File: src/design/great_circle_range_bearing_top_assert.svh
// Assertion macros for the range and bearing block.
// Each macro expects clk and rst_n in scope.
`ifndef GREAT_CIRCLE_RANGE_BEARING_TOP_ASSERT_SVH
`define GREAT_CIRCLE_RANGE_BEARING_TOP_ASSERT_SVH

// Consequent must hold in the same cycle as the antecedent
`define GCRB_ASSERT_SAME(label, ante, cons, msg) \
  label: assert property (@(posedge clk) disable iff (!rst_n) (ante) |-> (cons)) \
    else $error(msg);

// Consequent must hold in the cycle after the antecedent
`define GCRB_ASSERT_NEXT(label, ante, cons, msg) \
  label: assert property (@(posedge clk) disable iff (!rst_n) (ante) |=> (cons)) \
    else $error(msg);

`endif

File: src/design/gcrb_pkg.sv
`default_nettype none

package gcrb_pkg;

  // Datapath widths
  localparam int BAM_W  = 32;
  localparam int CW     = 33;   // rotation CORDIC x, y, z
  localparam int MW     = 34;   // scaled products
  localparam int VW     = 35;   // vectoring CORDIC x, y
  localparam int ROOT_W = 31;   // square root result
  localparam int SQ_W   = 62;   // square root remainder
  localparam int RAD_W  = 23;
  localparam int DIST_W = 25;
  localparam int BEAR_W = 16;

  typedef logic [BAM_W-1:0]         bam_t;
  typedef logic signed [CW-1:0]     trig_t;
  typedef logic signed [MW-1:0]     prd_t;
  typedef logic signed [VW-1:0]     vec_t;
  typedef logic [ROOT_W-1:0]        root_t;

  // Vector carried alongside the square root pipeline
  typedef struct packed {
    vec_t y;
    vec_t x;
  } vpair_t;

  // CORDIC gain compensation, Q1.30
  localparam trig_t GAIN_Q30 = 33'sd652032874;

  // atan(2^-i) as binary angle, rounded
  localparam logic [30:0] ATAN_BAM [32] = '{
    31'd536870912, 31'd316933406, 31'd167458907, 31'd85004756,
    31'd42667331,  31'd21354465,  31'd10679838,  31'd5340245,
    31'd2670163,   31'd1335087,   31'd667544,    31'd333772,
    31'd166886,    31'd83443,     31'd41722,     31'd20861,
    31'd10430,     31'd5215,      31'd2608,      31'd1304,
    31'd652,       31'd326,       31'd163,       31'd81,
    31'd41,        31'd20,        31'd10,        31'd5,
    31'd3,         31'd1,         31'd1,         31'd0
  };

  localparam logic [RAD_W-1:0]  RADIUS_RST = 23'd6371000;
  localparam logic [30:0]       PI_Q29     = 31'd1686629713;
  localparam logic [DIST_W-1:0] DIST_MAX   = 25'd20500000;
  localparam logic [BEAR_W-1:0] DEG_SCALE  = 16'd36000;
  localparam logic [30:0]       ONE_Q30    = 31'h4000_0000;

endpackage

`default_nettype wire

File: src/design/gcrb_to_bam.sv
`default_nettype none

module gcrb_to_bam import gcrb_pkg::*; (
  input  logic               clk,
  input  logic               rst_n,
  input  logic               en,
  input  logic               in_vld,
  input  logic signed [31:0] coord,     // 1e-7 degree
  output logic               out_vld,
  output bam_t               bam
);

  // q = floor(mag * 2^28 / DIV) via reciprocal, then one correction step
  localparam logic [31:0] RECIP = 32'd2562047788;   // floor(2^59 / DIV)
  localparam logic [27:0] DIV   = 28'd225000000;

  logic [3:0]  vld_r;
  logic [31:0] mag1_r, mag2_r, mag3_r;
  logic        neg1_r, neg2_r, neg3_r;
  logic [31:0] est2_r, est3_r;
  logic [59:0] ed3_r;
  bam_t        bam_r;

  logic [63:0] est_prod;
  logic [59:0] rem;
  logic [31:0] q;

  // Valid bits follow the payload
  always_ff @(posedge clk) begin
    if (!rst_n) begin
      vld_r <= '0;
    end else if (en) begin
      vld_r <= {vld_r[2:0], in_vld};
    end
  end

  always_comb begin
    est_prod = 64'(mag1_r) * 64'(RECIP);
    rem      = {mag3_r, 28'b0} - ed3_r;
    q        = est3_r + 32'(rem >= 60'(DIV));
  end

  // Magnitude, reciprocal estimate, back product, correct and restore sign
  always_ff @(posedge clk) begin
    if (en) begin
      neg1_r <= coord[31];
      mag1_r <= coord[31] ? 32'(-coord) : 32'(coord);
      neg2_r <= neg1_r;
      mag2_r <= mag1_r;
      est2_r <= est_prod[62:31];
      neg3_r <= neg2_r;
      mag3_r <= mag2_r;
      est3_r <= est2_r;
      ed3_r  <= 60'(est2_r) * 60'(DIV);
      bam_r  <= neg3_r ? (32'd0 - q) : q;
    end
  end

  assign out_vld = vld_r[3];
  assign bam     = bam_r;

endmodule

`default_nettype wire

File: config.mk
export PLATFORM = sky130hd
export DESIGN_NAME = gcrb_to_bam
export DESIGN_NICKNAME = d
export VERILOG_FILES = /design/src/design/great_circle_range_bearing_top_assert.svh /design/src/design/gcrb_pkg.sv /design/src/design/gcrb_to_bam.sv
export SDC_FILE = /design/constraint.sdc
export NUM_CORES = 2
export LEC_CHECK = 0
export BUFFER_PORTS_ARGS = -buffer_cell sky130_fd_sc_hd__buf_2
export CAP_MARGIN = 20
export CORE_MARGIN = 2
export CORE_UTILIZATION = 30
export DETAILED_ROUTE_END_ITERATION = 8
export REMOVE_ABC_BUFFERS = 1
export SYNTH_ARGS = -nofsm -noshare
export SYNTH_HDL_FRONTEND = slang
export SYNTH_SLANG_ARGS = --single-unit
File: constraint.sdc
create_clock -name clk -period 10.6 [get_ports clk]
set_input_delay 0 -clock clk [delete_from_list [all_inputs] [get_ports clk]]
set_output_delay 0 -clock clk [all_outputs]
set_load 0.005 [all_outputs]
Yosys cells after proc, flatten, opt, wreduce, memory -nomap -nowiden --
Index checks and enable logic that the tools add are counted.
Storage, ports and cells: bits in registers 253, bits in latches 0, bits in writable memories 0, bits in read-only memories 0, input port bits 36, output and inout bits 33, logic and storage cells 21, memories kept 0
Cells by class: $add $sub $neg 4, multiply operators 2, divide/modulo/power cells 0, magnitude comparators 1, eq/ne operators 0, shifts and indexed selects 0, mux-type cells 2, bitwise operators 0, reductions and logical operators 0
Operator list (count):
- multiplier 32 x 30 -> 61 bit, second input constant | 1
- greater-or-equal comparator 60 x 28 -> 1 bit, second input constant | 1
- subtractor 60 bit | 1
- multiplier 32 x 22 -> 54 bit, second input constant | 1
- adder 32 x 1 -> 32 bit | 1
- two-way mux 32 bit | 1
- negation 32 bit | 1
- subtractor 1 x 32 -> 32 bit, first input constant | 1
- two-way mux 31 bit | 1

Depth between registers and ports, before layout --
depth in word-level cells 5, depth in mapped cells 30

Least setup slack after synthesis --
No wires, ideal clock.
path type reg2reg, from register mag1_r[21], to register est2_r[14], data pin, setup time 259 ps, arrival time 7378 ps, data required time 10341 ps, slack 2963 ps, stages on the path, launching flop included 27, path through edfxtp_1 -> fa_1 -> fa_1 -> inv_1 -> fa_1 -> inv_1 -> fa_1 -> fa_1 -> inv_1 -> fa_1 -> inv_1 -> fa_1 -> inv_1 -> fa_1 -> inv_1 -> ha_1 -> a21oi_1 -> o21ai_0 -> a2111oi_0 -> a2111oi_0 -> or3b_1 -> a41o_1 -> inv_1 -> o21ai_1 -> a21o_1 -> a21oi_1 -> xnor2_1
Between the ends: word-level cells in the longest chain between the ends 1
RTL lines:
- start, declared | line gcrb_to_bam.sv:18 | logic [31:0] mag1_r, mag2_r, mag3_r;
- start signal, assigned | line gcrb_to_bam.sv:47 | mag1_r <= coord[31] ? 32'(-coord) : 32'(coord);
- multiplier 32 x 30 -> 61 bit | line gcrb_to_bam.sv:38 | est_prod = 64'(mag1_r) * 64'(RECIP);
- named net est_prod[45] | line gcrb_to_bam.sv:24 | logic [63:0] est_prod;
- end signal, assigned | line gcrb_to_bam.sv:50 | est2_r <= est_prod[62:31];
- end, declared | line gcrb_to_bam.sv:20 | logic [31:0] est2_r, est3_r;
The timed path passes the listed nets, and every way through them passes these cells. A chain may end at the register's enable or synchronous reset.

Worst setup path after layout --
from register mag1_r[15], to register est2_r[31], data pin
Same word-level chain as after synthesis.

==> metrics.yaml <==
place:
  port_buffers: 68
  hpwlAfterDp_um: 93120
  dpl_cell_area_um2: 43360
  place_ws_ns: 1.145
  gp_congestion: 0.9498
critical_path:
  cp-end-kind: "flop"
  critical-path-top-delay-family: "adder cells"
  ff2ff_setup_slack_ns: 1.14
  r2r_end: "est2_r[31]"
  startpoint_type: "flop"
  path_class: "flop to flop"
  critPathMaxStageDelay_ns: 0.78
  r2r_cells: 29
  r2r_start: "mag1_r[15]"
  critPathArrivalTime_ns: 9.84
  slowest_stage: "edfxtp_1"
  required_ns: 10.97
  worst-path-buf-inv: 9
  cp_max_fo: 9
logic_synthesis:
  syn_inst: 3788
  synthFlopType: "edfxtp_1"
  syn_area_um2: 40860
  muxShareOfSynthArea_pct: 0.3215
  synth_cell_types: 81
  synthAdderAreaFrac_pct: 54.67
  ys_async_sr_fraction_pct: 0
  synth_xor_area_share_pct: 3.880
  synth_area_leaders: "fa_1 34%, ha_1 20%, edfxtp_1 18%"
  synth_top_family_by_area: "adder cells"
  syn_avg_cell_area_um2: 10.79
  synth_top_area_share_pct: 34.39
  synth-compound-area-share_pct: 7.049
  ys_warn_count: 0
  yosysSeqAreaShare_pct: 18.27
  synth_edf_count: 246
  yosysTopAreaCell: "fa_1"
  ys_ff_latch: 250
  synth-simple-area-share_pct: 5.539
timing:
  setup_tns_ns: 0
  slew_headroom_pct: 27.75
  report.final.slew_viol_count: 0
  skew_ns: 0.02980
  layout_setup_ws_ns: 1.135
  rsz0062_at_grt: "no"
  setup_viol: 0
  hold_violations: 0
  clock.fmax_mhz: 105.7
  worst_pin_slew_ns: 1.074
  post-route-period-util_pct: 89.29
  fin_crit_ns: 9.465
floorplanning:
  start_util_pct: 30.20
  top_level_ports: 69
  core_area_um2: 135300
  die_w_um: 373.1
  rows: 135
  fp.dieH_um: 373.1
  die_area_um2: 139200
cells_and_area:
  postLayoutCellArea_um2: 44900
  drive_gt1_share_pct: 3.986
  final_cell_mix: "1083 x inv_1, 702 x fa_1, 662 x ha_1, 246 x edfxtp_1, 124 x a21oi_1"
  fin_nets: 5314
  mostFrequentLayoutCell: "inv_1"
  num_antenna_cells: 0
  area_growth_pct: 9.875
  final.fill_count: 13637
status:
  status: "complete, no violations"
global_route:
  grt_pass1_wl_um: 168100
  antenna_found_initial: 1
  grt_use_total_pct: 15.63
  grt_max_degree: 107
  grt_pass1_vias: 28257
  globalRouteOverflowTotal: 0
routing:
  ant_nets: 0
  drc: 0
  drt_iter0_markers: 1756
  vias: 26468
  viasPerCell: 4.627
  wl_per_cell_um: 18.73
  dr.pass1.iters: 5
  totalWireLength_um: 107100
cts:
  clk_latency_ns: 0.63
  cts_tree: "built"
  clkTransAtPathRegs_ns: 0.06
  cts_max_path_buffers: 3
  clock_sinks: 250
  numCtsBuffers: 31
  cts_max_level: 1
  root_buffer: "clkbuf_16"
min_path:
  min_to: "mag1_r[0]"
  min_from: "coord[0]"
  whs_path_depth: 2
  min_path_type: "input port to flop"
run:
  maxCapViolCount: 0
==> layout make-up <==
type	instances	area, um^2	area share [%]
clock buffers	35	790.8	1.761
clock inverters	23	247.7	0.5518
inverters	1083	4065	9.055
multi-input cells	2424	29200	65.04
flip-flops and latches	250	7467	16.63
well taps	1781	2228	4.963
repair buffers	124	898.4	2.001
==> how the worst max path moves through the flow <==
stage | cells after the start | slack, ns | from | end
detailed placement | 29 | 1.15 | mag1_r[15] | est2_r[31]
finish | 29 | 1.14 | mag1_r[15] | est2_r[31]
global route | 29 | 0.78 | mag1_r[15] | est2_r[31]
floorplan | 26 | 2.96 | mag1_r[21] | est2_r[14]
global placement | 26 | 0.80 | mag1_r[16] | est2_r[14]
CTS | 29 | 1.18 | mag1_r[15] | est2_r[31]
==> Yosys cell counts, types with 5 or more instances <==
cell type and count:
a211oi_1 9, a21boi_0 8, a21o_1 84, a21oi_1 124, a221oi_1 10, a22oi_1 5, a31o_2 6, a31oi_1 13
and2_1 9, and3_1 25, and4_1 13, clkbuf_1 25, edfxtp_1 246, fa_1 702, ha_1 662, inv_1 1083
mux2i_1 12, nand2_1 96, nand2b_1 18, nand3_1 39, nand3b_1 6, nand4_1 30, nor2_1 72, nor2b_1 32
nor3_1 31, nor4_1 11, o2111ai_1 5, o211ai_1 5, o21a_1 9, o21ai_0 80, o21ai_1 7, o21bai_1 13
o31ai_1 18, or2_2 8, or3_1 14, or4_1 6, xnor2_1 120, xor2_1 61
==> logic make-up after synthesis <==
kind of cell,count (synthesis)
AO/OA/AOI/OAI,439
XOR/XNOR,181
adder cells (fa/ha/maj),1364
buffers and inverters,1114
flip-flops,250
multiplexers,13
AND/OR/NAND/NOR,427
==> metal layers <==
layer / global-route usage (%) / up-vias / share of wire [%]
li1: - / 12386 / -
met1: 22.12 / 13344 / 46
met2: 25.71 / 622 / 47
met3: 1.945 / 116 / 4.9
met4: 2.945 / 0 / 2.0
met5: 0 / - / 0
==> what timing repair did <==
action	4_1_cts	5_1_grt
setup endpoints to repair	0	0
endpoints found under the hold margin	51	0
hold buffers	50	0
setup buffers	0	0
gates resized for setup	0	0
==> metrics by stage <==
step                      util, %  instances  hold slack [ns]
after floorplan                 -       3757          0.09887
after global placement      32.04       5611           0.2349
after detailed placement    32.05       5612           0.2372
after CTS                   33.18       5720           0.1118
after global routing        33.18       5720           0.1641
final                       33.18       5720           0.1509
==> registers in the layout, summed over array words and instances, names as in the netlist <==
| name | count |
|---|---|
| ed3_r | 51 |
| neg1_r | 1 |
| est3_r | 32 |
| mag2_r | 32 |
| bam | 32 |
| mag3_r | 32 |
| neg3_r | 1 |
| neg2_r | 1 |
| mag1_r | 32 |
| est2_r | 32 |
| vld_r | 4 |
Power is not shown: default switching activity piles up to over one toggle a cycle in this logic, so the estimate is an artifact.
